**config.mk**
```make
export PLATFORM = sky130hd
export DESIGN_NAME = sharp_front
export DESIGN_NICKNAME = d
export VERILOG_FILES = /design/src/rtl/sharp_pkg.sv /design/src/rtl/sharp_front.sv
export SDC_FILE = /design/constraint.sdc
export NUM_CORES = 1
export LEC_CHECK = 0
export ABC_AREA = 1
export BUFFER_PORTS_ARGS = -buffer_cell sky130_fd_sc_hd__clkbuf_2
export CORE_MARGIN = 3
export CORE_UTILIZATION = 58
export CTS_BUF_LIST = sky130_fd_sc_hd__clkbuf_4 sky130_fd_sc_hd__clkbuf_8
export CTS_CLUSTER_SIZE = 8
export DETAILED_ROUTE_END_ITERATION = 16
export GPL_TIMING_DRIVEN = 0
export PLACE_DENSITY_LB_ADDON = 0.05
export SLEW_MARGIN = 20
export SYNTH_ARGS = -nofsm -noshare
export SYNTH_HDL_FRONTEND = slang
export SYNTH_SLANG_ARGS = --single-unit
```
**constraint.sdc**
```tcl
create_clock -name clk -period 7.65 [get_ports clk]
set_clock_uncertainty 0.05 [all_clocks]
set_input_delay 0.765 -clock clk [delete_from_list [all_inputs] [get_ports clk]]
set_output_delay 0.765 -clock clk [all_outputs]
set_load 0.005 [all_outputs]
```
**src/rtl/sharp_pkg.sv**
```systemverilog
// ----------------------------------------------------------------------------
// Sharpen filter package
// Constants, register codes and shared types of the 3x3 sharpen filter.
// ----------------------------------------------------------------------------
package sharp_pkg;

  localparam int DEF_MAX_WIDTH    = 2048;
  localparam int DEF_MAX_CHANNELS = 4;
  localparam int MAX_HEIGHT       = 4096;
  localparam int MIN_DIM          = 3;
  localparam int CENTER_GAIN      = 5;
  localparam int QUEUE_DEPTH      = 2;

  localparam int SAMPLE_BITS = 8;
  localparam int CFG_W_BITS  = 12;
  localparam int CFG_H_BITS  = 13;
  localparam int CFG_C_BITS  = 3;
  localparam int PADDR_BITS  = 4;
  localparam int PDATA_BITS  = 32;

  localparam logic [CFG_W_BITS-1:0] RST_IMAGE_WIDTH   = 12'd640;
  localparam logic [CFG_H_BITS-1:0] RST_IMAGE_HEIGHT  = 13'd480;
  localparam logic [CFG_C_BITS-1:0] RST_CHANNEL_COUNT = 3'd3;

  typedef enum logic [1:0] {
    REG_IMAGE_WIDTH   = 2'd0,
    REG_IMAGE_HEIGHT  = 2'd1,
    REG_CHANNEL_COUNT = 2'd2
  } reg_idx_t;

  // Per-item operation flags handed from the front to the back.
  typedef struct packed {
    logic wr;
    logic emit;
    logic interior;
    logic frame_end;
  } op_flags_t;

endpackage

```
**src/rtl/sharp_front.sv**
```systemverilog
// ----------------------------------------------------------------------------
// Sharpen filter front
// Accepts items, tracks frame position and classifies each transfer.
// ----------------------------------------------------------------------------
module sharp_front #(
  parameter int MAX_WIDTH    = sharp_pkg::DEF_MAX_WIDTH,
  parameter int MAX_CHANNELS = sharp_pkg::DEF_MAX_CHANNELS
) (
  input  logic                                clk,
  input  logic                                rst_n,
  input  logic                                in_valid,
  output logic                                in_ready,
  input  logic                                in_mode,
  input  logic [sharp_pkg::SAMPLE_BITS-1:0]   in_sample,
  input  logic                                restart,
  input  logic                                geo_ready,
  input  logic [$clog2(MAX_WIDTH+1)-1:0]      w_m1,
  input  logic [$clog2(sharp_pkg::MAX_HEIGHT)-1:0] h_m1,
  input  logic [$clog2(MAX_CHANNELS+1)-1:0]   ch,
  input  logic [$clog2(MAX_WIDTH*MAX_CHANNELS+1)-1:0] row_len,
  input  logic [$clog2(2*MAX_WIDTH*MAX_CHANNELS):0]   ring_len,
  input  logic [$clog2(2*MAX_WIDTH*MAX_CHANNELS):0]   mid_off,
  input  logic [$clog2(MAX_WIDTH*MAX_CHANNELS*sharp_pkg::MAX_HEIGHT+1)-1:0] total,
  input  logic                                q_ready,
  output logic                                q_push,
  output sharp_pkg::op_flags_t                q_flags,
  output logic [$clog2(2*MAX_WIDTH*MAX_CHANNELS)-1:0] q_waddr,
  output logic [$clog2(2*MAX_WIDTH*MAX_CHANNELS)-1:0] q_maddr,
  output logic [sharp_pkg::SAMPLE_BITS-1:0]   q_sample
);

  localparam int WW = $clog2(MAX_WIDTH+1);
  localparam int HM = $clog2(sharp_pkg::MAX_HEIGHT);
  localparam int CW = $clog2(MAX_CHANNELS+1);
  localparam int AW = $clog2(2*MAX_WIDTH*MAX_CHANNELS);
  localparam int RW = AW + 1;
  localparam int TW = $clog2(MAX_WIDTH*MAX_CHANNELS*sharp_pkg::MAX_HEIGHT+1);

  logic [TW-1:0] in_cnt_r,  in_cnt_nxt;
  logic [TW-1:0] out_cnt_r, out_cnt_nxt;
  logic [AW-1:0] wr_addr_r, wr_addr_nxt;
  logic [CW-1:0] chn_r,     chn_nxt;
  logic [WW-1:0] col_r,     col_nxt;
  logic [HM-1:0] row_r,     row_nxt;

  logic          take;
  logic          is_smp;
  logic          emit;
  logic          interior;
  logic          frame_end;
  logic [TW-1:0] out_inc;
  logic [RW-1:0] wr_inc;
  logic [RW:0]   mid_sum;
  logic [RW:0]   ring_ext;

  assign in_ready = q_ready && geo_ready;
  assign take     = in_valid && in_ready;

  assign is_smp   = !in_mode && (in_cnt_r < total);
  assign emit     = is_smp ? (in_cnt_r >= TW'(row_len))
                           : ((in_cnt_r >= total) && (out_cnt_r < total));
  assign interior = is_smp && (row_r != '0) && (row_r < h_m1) &&
                    (col_r != '0) && (col_r < w_m1);
  assign out_inc  = out_cnt_r + TW'(1);
  assign frame_end = (out_inc == total);

  // ring slot of the sample one row behind plus one pixel
  assign ring_ext = (RW+1)'(ring_len);
  assign mid_sum  = (RW+1)'(wr_addr_r) + (RW+1)'(mid_off);
  assign q_maddr  = AW'((mid_sum >= ring_ext) ? (mid_sum - ring_ext) : mid_sum);

  assign wr_inc   = RW'(wr_addr_r) + RW'(1);

  assign q_push   = take && (is_smp || emit);
  assign q_waddr  = wr_addr_r;
  assign q_sample = in_sample;
  assign q_flags  = '{wr: is_smp, emit: emit, interior: interior, frame_end: frame_end};

  always_comb begin
    in_cnt_nxt  = in_cnt_r;
    out_cnt_nxt = out_cnt_r;
    wr_addr_nxt = wr_addr_r;
    chn_nxt     = chn_r;
    col_nxt     = col_r;
    row_nxt     = row_r;
    if (take) begin
      if (is_smp) begin
        in_cnt_nxt  = in_cnt_r + TW'(1);
        wr_addr_nxt = (wr_inc == ring_len) ? '0 : AW'(wr_inc);
      end
      if (emit) begin
        out_cnt_nxt = out_inc;
        if (chn_r == ch - CW'(1)) begin
          chn_nxt = '0;
          if (col_r == w_m1) begin
            col_nxt = '0;
            row_nxt = row_r + HM'(1);
          end else begin
            col_nxt = col_r + WW'(1);
          end
        end else begin
          chn_nxt = chn_r + CW'(1);
        end
        if (frame_end) begin
          in_cnt_nxt  = '0;
          out_cnt_nxt = '0;
          wr_addr_nxt = '0;
          chn_nxt     = '0;
          col_nxt     = '0;
          row_nxt     = '0;
        end
      end
    end
    if (restart) begin
      in_cnt_nxt  = '0;
      out_cnt_nxt = '0;
      wr_addr_nxt = '0;
      chn_nxt     = '0;
      col_nxt     = '0;
      row_nxt     = '0;
    end
  end

  always_ff @(posedge clk) begin
    if (!rst_n) begin
      in_cnt_r  <= '0;
      out_cnt_r <= '0;
      wr_addr_r <= '0;
      chn_r     <= '0;
      col_r     <= '0;
      row_r     <= '0;
    end else begin
      in_cnt_r  <= in_cnt_nxt;
      out_cnt_r <= out_cnt_nxt;
      wr_addr_r <= wr_addr_nxt;
      chn_r     <= chn_nxt;
      col_r     <= col_nxt;
      row_r     <= row_nxt;
    end
  end

endmodule

```
== Yosys cells after proc, flatten, opt, wreduce, memory -nomap -nowiden ==
Cells that the tools add are included.
Widths: inputs -> output; s select.

* Register bits after elaboration: 93
* Input bits: 112
* Output and inout bits: 42
* Word-level logic and storage cells: 64

* $add $sub $neg: 9
* Magnitude comparators: 7
* Equal/unequal tests: 4
* Mux-type cells: 18
* Bitwise gates (word level): 1
* Reduce and logical (&&, ||, !) cells: 19

{| class="wikitable"
|+ Operators with widths
! operator !! number
|-
| $mux 26 || 4
|-
| $mux 12 || 6
|-
| $mux 14 || 5
|-
| $add 26x1->26 const B || 2
|-
| $lt 26x26->1 || 2
|-
| $eq 26x26->1 || 1
|-
| $ge 26x14->1 || 1
|-
| $ge 26x26->1 || 1
|-
| $add 12x1->12 const B || 2
|-
| $lt 12x12->1 || 2
|-
| $reduce_bool 12->1 || 2
|-
| $add 14x15->16 || 1
|-
| $ge 16x15->1 || 1
|-
| $add 14x1->15 const B || 1
|-
| $eq 15x15->1 || 1
|-
| $sub 14x14->14 || 1
|-
| $eq 12x12->1 || 1
|-
| $logic_and 1x1->1 || 9
|-
| $mux 3 || 2
|-
| $reduce_and 4->1 || 1
|-
| $reduce_bool 2->1 || 2
|-
| $add 3x1->3 const B || 1
|-
| $eq 3x3->1 || 1
|-
| $reduce_and 3->1 || 1
|-
| 7 further kinds || 7
|}

== Longest topological paths before layout ==
* Depth after elaboration: 6
* Gate-level depth with buffers: 19
* Gate-level depth less buffers: 19

== Worst setup path after synthesis ==
OpenSTA, ideal clock, no wires.

* Kind: input -> output
* From: input port mid_off[0]
* To: output port q_maddr[11]
* Arrival time: 3.931 ns
* Data required time: 6.835 ns
* Slack: 2.904 ns
* Stages: 19
* Buffers on the path: 1
* Path through: ha_1 -> inv_1 -> fa_1 -> nor4_1 -> nor2_1 -> o21ai_0 -> nand2_1 -> a31oi_1 -> xor2_1 -> ha_1 -> nand2_1 -> nor2_1 -> a211oi_1 -> a31oi_1 -> o21ai_1 -> nand3_1 -> clkbuf_1 -> nand2_1 -> nand2_1

* Word-level cells in the longest chain between the ends: 3
* Elaborated cells on any way between the ends: 4
* Classes of those cells: add/sub: 2; order compare: 1; mux: 1

{| class="wikitable"
|+ RTL lines
! what !! RTL line !! source
|-
| from (decl) || sharp_front.sv:22 || <nowiki>input logic [$clog2(2*MAX_WIDTH*MAX_CHANNELS):0] mid_off,</nowiki>
|-
| $add 14x15->16 (*) || sharp_front.sv:69 || <nowiki>assign mid_sum = (RW+1)'(wr_addr_r) + (RW+1)'(mid_off);</nowiki>
|-
| $sub 14x14->14 or $ge 16x15->1 (tied branches) || sharp_front.sv:70 || <nowiki>assign q_maddr = AW'((mid_sum >= ring_ext) ? (mid_sum - ring_ext) : mid_sum);</nowiki>
|-
| $mux 14 (*) || sharp_front.sv:70 ||
|-
| to (decl) || sharp_front.sv:28 || <nowiki>output logic [$clog2(2*MAX_WIDTH*MAX_CHANNELS)-1:0] q_maddr,</nowiki>
|}

Every way passes the cells marked *; elsewhere a longest branch is shown, timed or not.

== Final worst setup path ==
* From: register wr_addr_r[0] (netlist: q_waddr[0])
* To: output port q_maddr[12]

* Word-level cells in the longest chain between the ends: 3
* Elaborated cells on any way between the ends: 4
* Classes of those cells: add/sub: 2; order compare: 1; mux: 1

{| class="wikitable"
|+ RTL lines
! what !! RTL line !! source
|-
| from (decl) || sharp_front.sv:41 || <nowiki>logic [AW-1:0] wr_addr_r, wr_addr_nxt;</nowiki>
|-
| from (signal assigned) || sharp_front.sv:135 || <nowiki>wr_addr_r <= wr_addr_nxt;</nowiki>
|-
| $add 14x15->16 (*) || sharp_front.sv:69 ||
|-
| $sub 14x14->14 or $ge 16x15->1 (tied branches) || sharp_front.sv:70 ||
|-
| $mux 14 (*) || sharp_front.sv:70 ||
|}

Marked as above.

==> results by group <==
Outcome
  – Outcome: finished clean

Global routing
  – First-pass GRT wire length: 47.7 mm
  – Total Routing Usage GR: 0.295
  – Initial antenna violation count: 0
  – Grt total ovfl: 0
  – Vias in the first global route: 10000
  – Pin count of the biggest net entering global routing: 16

Clocking
  – Setup Buffers After CTS: 0
  – CTS Sinks: 93
  – Cell chosen for the clock root: clkbuf_8
  – Post-CTS Resized: 0
  – CTS buffer count: 9
  – CTS hold repair buffers: 0
  – H-tree depth: 3
  – Clock transition at path regs: 100 ps
  – Max Root-Sink Buffers: 2
  – CTS tree: yes
  – Clk Latency, worst-skew pair: 390 ps

Routing
  – Final WL: 29.5 mm
  – DRC: 0
  – Via count: 11200
  – Post-route ant nets: 0
  – Pre-antenna DRT Iters: 5
  – Via density: 5.46
  – DR WL/cell: 14.4 um
  – Initial drt markers: 692

Yosys
  – Syn_nets: 1912
  – Syn_area_per_cell: 6.17 um2
  – Library cells used by synthesis: 52
  – Async set or reset register ratio after synthesis: 0
  – Post-synth top area share: 0.181
  – Synthesized instance count: 1671
  – Synth Flop Type: dfxtp_1
  – Synth top area cells: dfxtp_1 18%, nand2_1 17%, ha_1 15%, inv_1 7.7%, nand3_1 7.2%
  – EDFF count, synth: 0
  – YS warnings: 0
  – Post-Syn Area: 10300 um2
  – Seq/Total Area, Yosys: 0.181
  – Flops & latches, synth: 93
  – Cell accounting for the most synthesized area: dfxtp_1

Setup path
  – Slowest stage delay, CP: 500 ps
  – CP startpoint kind: flip-flop
  – Slowest-stage cell, CP: dfxtp_1
  – RR Startpoint: out_cnt_r[19]
  – Worst setup EP type: primary output
  – Worst path cell trace: ha_1 -> inv_1 -> fa_1 -> nor4_1 -> nor2_1 -> o21ai_0 -> nand2_1 -> a31oi_1 -> xor2_1 -> ha_1 -> nand2_1 -> nor2_1 -> a211oi_1 -> a31oi_1 -> o21ai_1 -> nand3_1 -> clkbuf_1 -> nand2_1 -> nand2_1 -> clkbuf_2
  – Reg2Reg Depth: 15
  – FF-to-FF setup slack: 4320 ps
  – CP max FO: 10
  – Critical R2R Capture: out_cnt_r[13]
  – WP data arrival: 5110 ps
  – Worst EP required: 6840 ps
  – Crit path kind: flip-flop to primary output
  – Critical Path Most Common Cell: nand2_1

Placement
  – Post-detail-place hpwl: 24.0 mm
  – Routability cong.: 0.961
  – DP Area: 11300 um2
  – IO buf count: 145
  – Pre-CTS setup slack: 1870 ps

Hold path
  – Worst hold path type: flip-flop to flip-flop
  – Worst hold start: in_cnt_r[0]
  – Hold endpoint: in_cnt_r[0]
  – Hold path depth: 2

Cells and area
  – Area Overhead vs Synth: 11.7%
  – Ant. Diodes: 0
  – Commonest cells after routing, fill and taps aside: 462 x nand2_1, 211 x inv_1, 163 x nor2_1, 149 x nand3_1, 145 x clkbuf_2
  – Net count, final: 2068
  – Most common cell after layout, fill and taps aside: nand2_1
  – Final instance area: 11500 um2
  – Fillers: 1713
  – Layout cells sized above 1: 0.114

STA
  – Worst Tran Pin Value: 701 ps
  – Hold slack: 461 ps
  – Slew HR: 0.533
  – Slew Viols, Final: 0
  – Worst setup margin: 1730 ps
  – Hold Fails Final Rpt: 0
  – Period utilisation layout: 0.774
  – Setup TNS: 0 ps
  – Final setup violation count: 0
  – F_max: 169 MHz
  – RSZ-0062 raised after global routing: false
  – Minimum clock period after layout: 5920 ps

Power and ir drop
  – Tot Pwr: 0.00107 W
  – P_leak: 5.62 nW
  – PD cells: 92.9 nW/um2
  – Peak supply drop: 72.7 uV

Floorplan
  – # rows: 48
  – Die Ht: 139 um
  – Die Footprint: 19400 um2
  – Core Box Area: 17400 um2
  – I/O pin cnt: 154
  – Die X: 139 um
  – Initial core utilization: 0.594

Run
  – Max-cap violations: 0
[per-layer routing]
| metal | share of wire | vias to the layer above | GRT usage |
|---|---|---|---|
| li1 | - | 5832 | - |
| met1 | 0.43 | 5009 | 0.377 |
| met2 | 0.48 | 325 | 0.514 |
| met3 | 0.057 | 60 | 0.0337 |
| met4 | 0.031 | 0 | 0.101 |
| met5 | 0 | - | 0 |
[through the flow]
step,util,instances
detailed placement,0.652,2041
floorplan,-,1671
finish,0.663,2057
CTS,0.663,2057
global route,0.663,2057
global placement,0.652,2041
[how the worst max path moves through the flow]
stage	start	endpoint	slack (ps)
CTS	q_waddr[0]	q_maddr[12]	1770
finish	q_waddr[0]	q_maddr[12]	1730
detailed placement	mid_off[0]	q_maddr[12]	1870
global route	q_waddr[0]	q_maddr[2]	1260
global placement	mid_off[0]	q_maddr[11]	1860
floorplan	mid_off[0]	q_maddr[11]	2900
[worst max-delay path, delay by kind of cell (launching register included)]
kind / cells / cell delay (ps)
flip-flops: 1 / 500
XOR/XNOR: 1 / 240
adder cells (fa/ha/maj): 3 / 990
AO/OA/AOI/OAI: 5 / 1330
AND/OR/NAND/NOR: 8 / 1170
buffers and inverters: 3 / 480
[cell families (layout without fill, tap and decap cells)]
logic type / after synthesis / after routing / share of synthesized area
flops: 93 / 93 / 0.181
fa+ha+maj: 129 / 129 / 0.158
xor+xnor: 69 / 69 / 0.0640
buf+inv: 268 / 429 / 0.105
simple gates: 894 / 894 / 0.375
compound gates: 218 / 218 / 0.117
[layout make-up]
type | instances | area, um2 | area share
multi-input cells | 1310 | 7360 | 0.639
flip-flops and latches | 93 | 1860 | 0.162
inverters | 218 | 818 | 0.0711
repair buffers | 145 | 726 | 0.0631
well taps | 225 | 282 | 0.0245
plain buffers | 50 | 263 | 0.0228
clock buffers | 11 | 139 | 0.0121
clock inverters | 5 | 60.1 | 0.00522
[Yosys cell counts, drive strengths merged (3+ instances only)]
| cell | number |
|---|---|
| o21bai | 4 |
| xnor2 | 19 |
| dfxtp | 93 |
| buf | 26 |
| nand3 | 150 |
| a211oi | 6 |
| o21ai | 42 |
| xor2 | 46 |
| nand2 | 465 |
| clkbuf | 24 |
| ha | 127 |
| xnor3 | 4 |
| o31ai | 3 |
| o211ai | 5 |
| a21o | 3 |
| nor4 | 10 |
| a31oi | 5 |
| nor2 | 168 |
| or2 | 5 |
| nand4 | 51 |
| a21oi | 140 |
| clkinv | 3 |
| o2111ai | 4 |
| inv | 215 |
| nor3 | 28 |
| nand3b | 12 |
[state kept, by name, indices dropped and copies added, names as in the netlist]
register / flops
in_cnt_r: 26
out_cnt_r: 26
q_waddr: 14
col_r: 12
row_r: 12
chn_r: 3
[report_power, final]
group / internal (W) / switching, W
sequential: 0.000484 / 0.000000356
clock: 0.000160 / 0.000198
combinational: 0.0000930 / 0.000134
(Power assumes the default switching activity.)
