==> config.mk <==
export PLATFORM = sky130hd
export DESIGN_NAME = sharp_regs
export DESIGN_NICKNAME = d
export VERILOG_FILES = /design/src/rtl/sharp_pkg.sv /design/src/rtl/sharp_regs.sv
export SDC_FILE = /design/constraint.sdc
export NUM_CORES = 1
export LEC_CHECK = 0
export ABC_CLOCK_PERIOD_IN_PS = 6900
export BUFFER_PORTS_ARGS = -buffer_cell sky130_fd_sc_hd__buf_2
export CORE_ASPECT_RATIO = 2
export CORE_MARGIN = 10
export CORE_UTILIZATION = 45
export CTS_CLUSTER_SIZE = 12
export DETAILED_ROUTE_END_ITERATION = 12
export PLACE_DENSITY = 0.74
export SETUP_SLACK_MARGIN = 0.2
export SLEW_MARGIN = 20
export SYNTH_ARGS = -nofsm -noshare
export SYNTH_HDL_FRONTEND = slang
export SYNTH_SLANG_ARGS = --single-unit
==> constraint.sdc <==
create_clock -name clk -period 6.9 [get_ports clk]
set_input_delay 0.69 -clock clk [delete_from_list [all_inputs] [get_ports clk]]
set_output_delay 0.69 -clock clk [all_outputs]
set_load 0.05 [all_outputs]
==> src/rtl/sharp_pkg.sv <==
// ----------------------------------------------------------------------------
// Sharpen filter package
// Constants, register codes and shared types of the 3x3 sharpen filter.
// ----------------------------------------------------------------------------
package sharp_pkg;

  localparam int DEF_MAX_WIDTH    = 2048;
  localparam int DEF_MAX_CHANNELS = 4;
  localparam int MAX_HEIGHT       = 4096;
  localparam int MIN_DIM          = 3;
  localparam int CENTER_GAIN      = 5;
  localparam int QUEUE_DEPTH      = 2;

  localparam int SAMPLE_BITS = 8;
  localparam int CFG_W_BITS  = 12;
  localparam int CFG_H_BITS  = 13;
  localparam int CFG_C_BITS  = 3;
  localparam int PADDR_BITS  = 4;
  localparam int PDATA_BITS  = 32;

  localparam logic [CFG_W_BITS-1:0] RST_IMAGE_WIDTH   = 12'd640;
  localparam logic [CFG_H_BITS-1:0] RST_IMAGE_HEIGHT  = 13'd480;
  localparam logic [CFG_C_BITS-1:0] RST_CHANNEL_COUNT = 3'd3;

  typedef enum logic [1:0] {
    REG_IMAGE_WIDTH   = 2'd0,
    REG_IMAGE_HEIGHT  = 2'd1,
    REG_CHANNEL_COUNT = 2'd2
  } reg_idx_t;

  // Per-item operation flags handed from the front to the back.
  typedef struct packed {
    logic wr;
    logic emit;
    logic interior;
    logic frame_end;
  } op_flags_t;

endpackage

==> src/rtl/sharp_regs.sv <==
// ----------------------------------------------------------------------------
// Sharpen filter registers
// APB register file and registered frame geometry derived from it.
// ----------------------------------------------------------------------------
module sharp_regs #(
  parameter int MAX_WIDTH    = sharp_pkg::DEF_MAX_WIDTH,
  parameter int MAX_CHANNELS = sharp_pkg::DEF_MAX_CHANNELS
) (
  input  logic                                clk,
  input  logic                                rst_n,
  input  logic                                psel,
  input  logic                                penable,
  input  logic                                pwrite,
  input  logic [sharp_pkg::PADDR_BITS-1:0]    paddr,
  input  logic [sharp_pkg::PDATA_BITS-1:0]    pwdata,
  output logic [sharp_pkg::PDATA_BITS-1:0]    prdata,
  output logic                                pready,
  output logic                                restart,
  output logic                                geo_ready,
  output logic [$clog2(MAX_WIDTH+1)-1:0]      w_m1,
  output logic [$clog2(sharp_pkg::MAX_HEIGHT)-1:0] h_m1,
  output logic [$clog2(MAX_CHANNELS+1)-1:0]   ch,
  output logic [$clog2(MAX_WIDTH*MAX_CHANNELS+1)-1:0] row_len,
  output logic [$clog2(2*MAX_WIDTH*MAX_CHANNELS):0]   ring_len,
  output logic [$clog2(2*MAX_WIDTH*MAX_CHANNELS):0]   mid_off,
  output logic [$clog2(MAX_WIDTH*MAX_CHANNELS*sharp_pkg::MAX_HEIGHT+1)-1:0] total
);

  localparam int WW = $clog2(MAX_WIDTH+1);
  localparam int HM = $clog2(sharp_pkg::MAX_HEIGHT);
  localparam int HW = $clog2(sharp_pkg::MAX_HEIGHT+1);
  localparam int CW = $clog2(MAX_CHANNELS+1);
  localparam int LW = $clog2(MAX_WIDTH*MAX_CHANNELS+1);
  localparam int RW = $clog2(2*MAX_WIDTH*MAX_CHANNELS) + 1;
  localparam int TW = $clog2(MAX_WIDTH*MAX_CHANNELS*sharp_pkg::MAX_HEIGHT+1);

  logic [sharp_pkg::CFG_W_BITS-1:0] image_width_r;
  logic [sharp_pkg::CFG_H_BITS-1:0] image_height_r;
  logic [sharp_pkg::CFG_C_BITS-1:0] channel_count_r;
  logic [1:0]                       settle_r;

  logic        wr_en;
  logic        known_reg;
  int unsigned w_ext, h_ext, c_ext;
  logic [WW-1:0] w_cl;
  logic [HW-1:0] h_cl;
  logic [CW-1:0] c_cl;

  logic [WW-1:0] w_m1_r;
  logic [HM-1:0] h_m1_r;
  logic [HW-1:0] h_r;
  logic [CW-1:0] ch_r;
  logic [LW-1:0] row_len_r;
  logic [RW-1:0] ring_len_r;
  logic [RW-1:0] mid_off_r;
  logic [TW-1:0] total_r;

  assign pready = 1'b1;
  assign wr_en  = psel && penable && pwrite;

  always_comb begin
    known_reg = 1'b0;
    case (sharp_pkg::reg_idx_t'(paddr[3:2]))
      sharp_pkg::REG_IMAGE_WIDTH: begin
        known_reg = 1'b1;
        prdata    = sharp_pkg::PDATA_BITS'(image_width_r);
      end
      sharp_pkg::REG_IMAGE_HEIGHT: begin
        known_reg = 1'b1;
        prdata    = sharp_pkg::PDATA_BITS'(image_height_r);
      end
      sharp_pkg::REG_CHANNEL_COUNT: begin
        known_reg = 1'b1;
        prdata    = sharp_pkg::PDATA_BITS'(channel_count_r);
      end
      default: begin
        prdata = '0;
      end
    endcase
  end

  assign restart = wr_en && known_reg;

  always_ff @(posedge clk) begin
    if (!rst_n) begin
      image_width_r   <= sharp_pkg::RST_IMAGE_WIDTH;
      image_height_r  <= sharp_pkg::RST_IMAGE_HEIGHT;
      channel_count_r <= sharp_pkg::RST_CHANNEL_COUNT;
      settle_r        <= 2'd3;
    end else begin
      if (wr_en) begin
        settle_r <= 2'd3;
        case (sharp_pkg::reg_idx_t'(paddr[3:2]))
          sharp_pkg::REG_IMAGE_WIDTH:   image_width_r   <= pwdata[sharp_pkg::CFG_W_BITS-1:0];
          sharp_pkg::REG_IMAGE_HEIGHT:  image_height_r  <= pwdata[sharp_pkg::CFG_H_BITS-1:0];
          sharp_pkg::REG_CHANNEL_COUNT: channel_count_r <= pwdata[sharp_pkg::CFG_C_BITS-1:0];
          default: ;
        endcase
      end else if (settle_r != 2'd0) begin
        settle_r <= settle_r - 2'd1;
      end
    end
  end

  assign geo_ready = (settle_r == 2'd0);

  // clamp to the supported ranges
  always_comb begin
    w_ext = 32'(image_width_r);
    h_ext = 32'(image_height_r);
    c_ext = 32'(channel_count_r);
    if (w_ext < sharp_pkg::MIN_DIM) w_ext = sharp_pkg::MIN_DIM;
    if (w_ext > MAX_WIDTH)          w_ext = MAX_WIDTH;
    if (h_ext < sharp_pkg::MIN_DIM) h_ext = sharp_pkg::MIN_DIM;
    if (h_ext > sharp_pkg::MAX_HEIGHT) h_ext = sharp_pkg::MAX_HEIGHT;
    if (c_ext < 1)                  c_ext = 1;
    if (c_ext > MAX_CHANNELS)       c_ext = MAX_CHANNELS;
    w_cl = WW'(w_ext);
    h_cl = HW'(h_ext);
    c_cl = CW'(c_ext);
  end

  always_ff @(posedge clk) begin
    w_m1_r     <= w_cl - WW'(1);
    h_m1_r     <= HM'(h_cl - HW'(1));
    h_r        <= h_cl;
    ch_r       <= c_cl;
    row_len_r  <= LW'(w_cl) * LW'(c_cl);
    ring_len_r <= RW'(row_len_r) + RW'(row_len_r);
    mid_off_r  <= RW'(row_len_r) + RW'(ch_r);
    total_r    <= TW'(row_len_r) * TW'(h_r);
  end

  assign w_m1     = w_m1_r;
  assign h_m1     = h_m1_r;
  assign ch       = ch_r;
  assign row_len  = row_len_r;
  assign ring_len = ring_len_r;
  assign mid_off  = mid_off_r;
  assign total    = total_r;

endmodule

Yosys cells after proc, flatten, opt, wreduce, memory -nomap -nowiden
Index checks and enable logic that the tools add are counted.

storage, ports and cells
  register bits after elaboration = 140
  bits of input ports = 41
  output and inout bits = 132

cells by class
  add/subtract/negate cells = 5
  multipliers = 2
  magnitude comparators = 6
  equality and inequality tests = 2
  mux-type cells = 8
  bitwise gates (word level) = 1
  reduce and logical (&&, ||, !) cells = 11

operators with widths
  kind                   count
  $pmux 13 s3            1
  $gt 32x12->1 const B   1
  $gt 32x13->1 const B   1
  $gt 32x3->1 const B    1
  $mul 14x13->26         1
  $mux 13                2
  $mux 12                2
  $sub 12x1->12 const B  2
  $add 14x14->15         1
  $add 14x3->15          1
  $mul 12x3->14          1
  $lt 13x2->1 const B    1
  $lt 12x2->1 const B    1
  $mux 3                 2
  $reduce_and 2->1       3
  $logic_not 2->1        2
  $logic_and 1x1->1      3
  $lt 3x1->1 const B     1
  $reduce_or 3->1        1
  $eq 2x1->1 const B     1
  $eq 2x2->1 const B     1
  $reduce_bool 2->1      1
  $reduce_or 2->1        1
  $sub 2x1->2 const B    1
  2 further kinds        2

Depth between registers and ports, before layout
Gate-level depths: netlist (run 1).

  depth in word-level cells = 5
  depth in mapped cells = 21
  depth with buffers taken out = 19

Worst setup path after synthesis (run 1)
Ideal clock, no wire load.

  kind = register to register
  start = register row_len_r[7] (netlist: row_len[7])
  end = register total_r[20] (netlist: total[20])
  library setup time = 0.115 ns
  arrival = 5.558 ns
  data required time = 6.785 ns
  path slack = 1.228 ns
  cell stages (with the launch flop) = 21
  period minus slack after synthesis = 5.672 ns
  path through = dfxtp_1 clkbuf_1 clkbuf_1 nand2_1 fa_1 fa_1 inv_1 fa_1 fa_1 inv_1 fa_1 inv_1 ha_1 clkbuf_1 a21o_1 a21o_1 nor3_1 o31ai_2 a31oi_1 o21ai_0 o21a_1

on the way
  cells in the longest elaborated chain, start to end = 1

ends and longest elaborated chain
  item                    RTL line           text
  start, declared         sharp_regs.sv:53   logic [LW-1:0] row_len_r;
  start signal, assigned  sharp_regs.sv:128  row_len_r <= LW'(w_cl) * LW'(c_cl);
  $mul 14x13->26          sharp_regs.sv:131  total_r <= TW'(row_len_r) * TW'(h_r);
  end signal, assigned    sharp_regs.sv:131
  end, declared           sharp_regs.sv:56   logic [TW-1:0] total_r;

Every way passes these cells.
A chain may end at the register's enable or synchronous reset.

Worst setup path after layout (run 1)
  start = register row_len_r[6] (netlist: row_len[6])
  end = register total_r[20] (netlist: total[20])

The elaborated chain is that of the path after synthesis.

==> results of run 1 <==
synth_stat cells, types with 2 or more instances:
| cell type | count | area [µm²] |
|---|---|---|
| clkbuf_1 | 54 | 203 |
| inv_1 | 222 | 833 |
| or2_2 | 4 | 25.0 |
| xor2_1 | 16 | 140 |
| fa_1 | 143 | 2860 |
| a211oi_1 | 6 | 45.0 |
| nand3_1 | 23 | 115 |
| o21bai_1 | 5 | 37.5 |
| nand4_1 | 8 | 50.1 |
| buf_6 | 2 | 22.5 |
| buf_4 | 21 | 158 |
| a21boi_0 | 21 | 158 |
| o21a_1 | 5 | 37.5 |
| xnor2_1 | 35 | 307 |
| dfxtp_1 | 139 | 2780 |
| conb_1 | 2 | 7.51 |
| nor3_1 | 18 | 90.1 |
| mux2i_1 | 12 | 120 |
| nor2_1 | 49 | 184 |
| a31oi_1 | 5 | 31.3 |
| and2_1 | 98 | 613 |
| nor4_1 | 6 | 37.5 |
| o21ai_0 | 21 | 105 |
| a21oi_1 | 35 | 175 |
| nor2b_1 | 13 | 81.3 |
| nand2_1 | 189 | 709 |
| buf_1 | 2 | 7.51 |
| o31ai_1 | 2 | 15.0 |
| ha_1 | 88 | 1100 |
| or3_1 | 7 | 43.8 |
| nand2b_1 | 10 | 62.6 |
| o21ai_1 | 4 | 20.0 |
| or2_1 | 3 | 18.8 |
| a21o_1 | 14 | 105 |
cells by family after synthesis:
logic type	Yosys count	synth area share, %
simple gates	437	18.4
other cells	2	0.0651
xor+xnor	51	3.87
buf+inv	302	10.6
compound gates	130	7.44
fa+ha+maj	231	34.3
flops	139	24.1
mux	13	1.14
cell type report:
type                       count  share of cell area [%]
multi-input combinational    884                    58.7
sequential                   139                    21.5
inverter                     222                    6.43
timing repair buffer         137                    5.42
clock buffer                  18                    3.39
tap                          336                    3.24
clock inverter                14                    1.39
routing by layer:
| layer | global-route usage (%) | share of wire, % |
|---|---|---|
| met1 | 16.2 | 34 |
| met2 | 35.2 | 58 |
| met3 | 3.55 | 3.9 |
| met4 | 9.07 | 3.7 |
| met5 | 0 | 0 |
sequential cells by signal, summed over array words and instances, names as in the netlist:
| signal | count |
|---|---|
| total | 26 |
| mid_off | 15 |
| ring_len | 14 |
| row_len | 14 |
| h_r | 13 |
| image_height_r | 13 |
| h_m1 | 12 |
| image_width_r | 12 |
| w_m1 | 12 |
| ch | 3 |
| channel_count_r | 3 |
| settle_r | 2 |
stage by stage:
step | util, % | area (µm²) | power (µW) | std cells | setup WS, ns
floorplan | - | 11600 | 1750 | 1325 | 1.23
global placement | 49.1 | 12300 | 1950 | 1718 | 1.08
detailed placement | 49.1 | 12300 | 1970 | 1718 | 1.03
CTS | 51.6 | 13000 | 2940 | 1750 | 1.00
global route | 51.6 | 13000 | 3100 | 1750 | 0.697
finish | 51.6 | 13000 | 2900 | 1750 | 1.05
how the worst max path moves through the flow:
stage          cells past startpoint  startpoint        end  slack (ns)
2_1_floorplan                     20  row_len[7]  total[20]        1.23
5_1_grt                           16  row_len[6]  total[20]        0.70
3_3_place_gp                      18  row_len[5]  total[24]        1.08
4_1_cts                           18  row_len[5]  total[24]        1.00
3_5_place_dp                      18  row_len[5]  total[24]        1.03
6_report                          16  row_len[6]  total[20]        1.05
critical path, delay by kind of cell (launching register included):
family          cells  cell delay (ns)
compound gates      6             1.63
fa+ha+maj           6             2.94
buf+inv             3             0.15
flops               1             0.84
simple gates        1             0.19
power by group through the flow:
| stage | clock network (µW) | logic (µW) | registers, µW |
|---|---|---|---|
| 2_1_floorplan | 0 | 657 | 1090 |
| 5_1_grt | 1010 | 1170 | 920 |
| 3_5_place_dp | 0 | 1030 | 931 |
| 4_1_cts | 982 | 1040 | 913 |
| 6_report | 967 | 1020 | 912 |
| 3_3_place_gp | 0 | 1020 | 930 |
==> impl_metrics.ini, run 1 <==
[pwr]
peakVddDrop_mv = 0.170
intPower_uw = 1770
combPwrFrac_pct = 35.3
p_switching_uw = 1130
pwr-share-seq_pct = 31.4
switching_share_pct = 38.9
p_clk_share_pct = 33.3
p_per_area_mw_per_mm2 = 224
power.leakage_uw = 0.00661

[global_route]
grt_max_degree = 31
antenna_found_initial = 0
first_global_vias = 9745
gr-usage-all-layers_pct = 17.7
grt_overflow = 0
grt_first_pass_wirelength_mm = 46.9

[timing]
period_minus_slack_ns = 5.85
fin_crit_sh_pct = 84.8
fin_setup_tns_ns = 0
tightest_slew_ns = 0.836
skew_ns = 0.0123
finalSetupViolations = 0
max_freq_ghz = 0.171
rsz0062_at_grt = no
holdWs_ns = 0.458
final-hold-violation-count = 0
slew_headroom_pct = 44.2
report.final.slew_viol_count = 0

[critical_path]
worstPathRequired_ns = 7.23
end_kind = flop
r2r_slack_ns = 1.05
max_stage_delay_ns = 0.84
worst_r2r_startpoint = row_len[6]
cp_max_fo = 20
worst-setup-path-type = flop to flop
path_common_cell = fa_1
crit_arrival_ns = 6.19
crit_chain = nand2_1 -> fa_1 -> fa_1 -> fa_1 -> inv_1 -> fa_1 -> inv_1 -> fa_1 -> inv_1 -> ha_1 -> a2111o_1 -> o21ai_1 -> o31ai_2 -> a31oi_1 -> o21ai_0 -> o21a_1
slowest_stage = dfxtp_1
r2r_end = total[20]
worst_r2r_path_depth = 16
worst_setup_path_start_kind = flop

[cts]
cts_buffers = 17
post_cts_resized = 0
root_buffer = clkbuf_16
htree_levels = 4
clk-insertion-delay-late_ns = 0.45
clk_pin_slew_ns = 0.06
clockBufferDepth = 2
cts_tree = yes
clock_sinks = 139
ctsHoldBuffers = 0
cts_setup_buffers = 0

[worst_hold_path]
min_path_type = flop to flop
hp-start = channel_count_r[2]
hold-path-endpoint = ch[2]
hold_depth = 0

[synthesis]
synth-edff-count = 0
synthArstFlopShare_pct = 0
syn_avg_cell_area_um2 = 8.84
synth_flop_cell = dfxtp_1
synthDistinctLibCells = 57
yosysSeqAreaShare_pct = 24.1
syn-cell-area_mm2 = 0.0115
yosys_warnings = 0
synthCells = 1305
ys_seq_elements = 139

[routing]
wl_per_cell_um = 16.0
drt.antenna.violating_nets = 0
first_pass_iters = 5
drt_iter0_markers = 383
viasPerCell = 5.09
num_vias = 8910
route.detailed.drc = 0
drt-total-wl_mm = 28.1

[place]
hpwlAfterDp_mm = 22.6
port_buffers = 130
gp_congestion = 0.876

[cells_and_area]
seqCellArea_mm2 = 0.00278
layout_commonest_cell = inv_1
layout.nets = 1673
n_fill_cell = 2306
drive_gt1_share_pct = 12.9
final_cell_mix = inv_1 (222), nand2_1 (189), fa_1 (143)
syn_to_final_growth_pct = 12.3
antenna_cells = 0
multiInputGateArea_mm2 = 0.00760

[outcome]
outcome = finished, final reports clean

[die]
coreArea_mm2 = 0.0251
die_y_um = 246
die_w_um = 133
ios = 173
die_area_mm2 = 0.0328
row_count = 82
start_util_pct = 45.9

[job]
cap_violations = 0
Power figures use the tool's default switching activity.
==> run 2: changes to the inputs <==
ABC_AREA = 1   (was not set)
ABC_CLOCK_PERIOD_IN_PS = 6120   (was 6900)
clock period = 6.12 ns   (was 6.9 ns; I/O delays follow)
==> run 2 against run 1 <==
Effect of this change: final area up 2.3%; total power up 34%; die area up 2.2%; largest power group unchanged.
==> impl_metrics.ini, run 2 <==
[pwr]
power.leakage_uw = 0.00770
peakVddDrop_mv = 0.179
p_per_area_mw_per_mm2 = 294

[critical_path]
slowest_stage = dfxtp_1
max_stage_delay_ns = 0.57
worst_setup_path_start_kind = flop
worst-setup-path-type = flop to flop
end_kind = flop
crit_family = adder cells
path_buf_inv = 5
worst_r2r_path_depth = 21
worstPathRequired_ns = 6.47
path_common_cell = nand2_1
crit_chain = nand2_1 -> inv_1 -> fa_1 -> inv_1 -> fa_1 -> inv_1 -> fa_1 -> inv_1 -> fa_1 -> fa_1 -> inv_1 -> ha_1 -> a21o_1 -> a21oi_1 -> o21ai_1 -> nand3_1 -> nand2_1 -> nand2_1 -> nand2_1 -> nand2_1 -> nand2_1
crit_arrival_ns = 5.77
cp_max_fo = 18
worstSetupPathDepth = 21

[die]
die_y_um = 249
ios = 173
coreArea_mm2 = 0.0258
die_w_um = 135
die_area_mm2 = 0.0336
start_util_pct = 45.9
row_count = 83

[cts]
clockBufferDepth = 2
root_buffer = clkbuf_16
cts_setup_buffers = 0
ctsHoldBuffers = 0
clk-insertion-delay-late_ns = 0.46
cts_tree = yes
htree_levels = 4
clk_pin_slew_ns = 0.07
clock_sinks = 139
cts_buffers = 17
post_cts_resized = 0

[synthesis]
synthDistinctLibCells = 44
synthArstFlopShare_pct = 0
yosysSeqAreaShare_pct = 23.5
syn_avg_cell_area_um2 = 7.94
yosysTopAreaCell = fa_1
synth_flop_cell = dfxtp_1
synthCells = 1490
yosys-top-cells-area = fa_1 (24%), dfxtp_1 (24%), inv_1 (12%)
synthTopCellsByCount = inv_1 (375), nand2_1 (330), fa_1 (143)
ys_seq_elements = 139
syn-cell-area_mm2 = 0.0118
synth-edff-count = 0
synth_most_common_cell = inv_1
yosys_warnings = 0
synth_top_cell_area_share_pct = 24.2

[timing]
final-hold-violation-count = 0
worst_slack_ns = 0.697
tightest_slew_ns = 0.891
report.final.slew_viol_count = 0
skew_ns = 0.0108
period_minus_slack_ns = 5.42
holdWs_ns = 0.402
fin_crit_sh_pct = 88.6
fin_setup_tns_ns = 0
slew_headroom_pct = 40.5
max_freq_ghz = 0.184
finalSetupViolations = 0
rsz0062_at_grt = no

[cells_and_area]
antenna_cells = 0
layout_commonest_cell = inv_1
layout.nets = 1876
post-route-util_pct = 51.5
syn_to_final_growth_pct = 12.1
final_cell_mix = inv_1 (375), nand2_1 (330), fa_1 (143)
drive_gt1_share_pct = 12.8
largest_reg_flops = 26

[place]
gp_congestion = 0.949
dp_slack_ns = 0.815
port_buffers = 130
hpwlAfterDp_mm = 25.6

[routing]
route.detailed.drc = 0
num_vias = 9625
drt-total-wl_mm = 30.6
drt_iter0_markers = 447
viasPerCell = 4.92
drt.antenna.violating_nets = 0
first_pass_iters = 5
wl_per_cell_um = 15.7

[global_route]
grtUsageMet2_pct = 37.6
gr-usage-all-layers_pct = 19.0
met3_usage_pct = 3.93
gr-usage-met1_pct = 16.3
grt_overflow = 0
antenna_found_initial = 1
grt_first_pass_wirelength_mm = 50.8
grt_max_degree = 30
busiest_layer = met2
first_global_vias = 10500

[job]
cap_violations = 0

[worst_hold_path]
min_path_type = primary input to flop
hold_depth = 3

[outcome]
outcome = finished, final reports clean
==> run 2: changes by cell type in the layout (fill, tap and decap cells not counted), moves of 17 or more <==
cell / change
inv_1: +153
nand2_1: +141
and2_1: -98
nor2_1: +25
xor2_1: +24
a21boi_0: -20
o21ai_0: +17
==> run 2: worst reg2reg max path: cells and delay by family (launching register included) <==
kind	cells	cell delay, ns
AOI/OAI and AO/OA	3	0.87
buffers and inverters	5	0.29
DFF	1	0.57
adders and majority gates	6	2.94
and+or+nand+nor	7	0.63
==> run 2: layout make-up <==
type / count / area (µm²)
fill: 2516 / 12500
clock inverter: 15 / 129
tap: 340 / 425
multi-input combinational: 921 / 7310
sequential: 139 / 2780
inverter: 381 / 1430
timing repair buffer: 144 / 756
clock buffer: 17 / 425
==> run 2: cells by family after synthesis <==
logic type	after synthesis	share of synthesized area, %
and+or+nand+nor	475	16.5
buffers and inverters	450	15.3
adders and majority gates	231	33.5
DFF	139	23.5
AOI/OAI and AO/OA	133	6.69
xor gates and xnor gates	60	4.44
other	2	0.0635
==> run 2: metal layers <==
metal	wire, µm	vias to the layer above	part of all wire [%]
li1	-	4594	-
met1	9700	4612	32
met2	17800	300	58
met3	1510	117	4.9
met4	1660	2	5.4
met5	15	-	0.049
==> run 2: where the power goes <==
| part | switching, µW | internal (µW) |
|---|---|---|
| Clock | 470 | 533 |
| Sequential | 67.9 | 1010 |
| Combinational | 1230 | 580 |
==> run 2: final timing paths <==
path                      end  slack [ns]       start
max                 total[21]        0.70  row_len[5]
min          image_width_r[7]        0.40   pwdata[7]
max reg2reg         total[21]        0.70  row_len[5]
min reg2reg        mid_off[0]        0.48       ch[0]
==> run 2: through the flow <==
| stage | cells | total power [µW] | area (µm²) |
|---|---|---|---|
| global placement | 1925 | 2870 | 12700 |
| CTS | 1957 | 3920 | 13300 |
| finish | 1957 | 3890 | 13300 |
| floorplan | 1510 | 2500 | 11900 |
| detailed placement | 1925 | 2910 | 12700 |
| global route | 1957 | 4190 | 13300 |
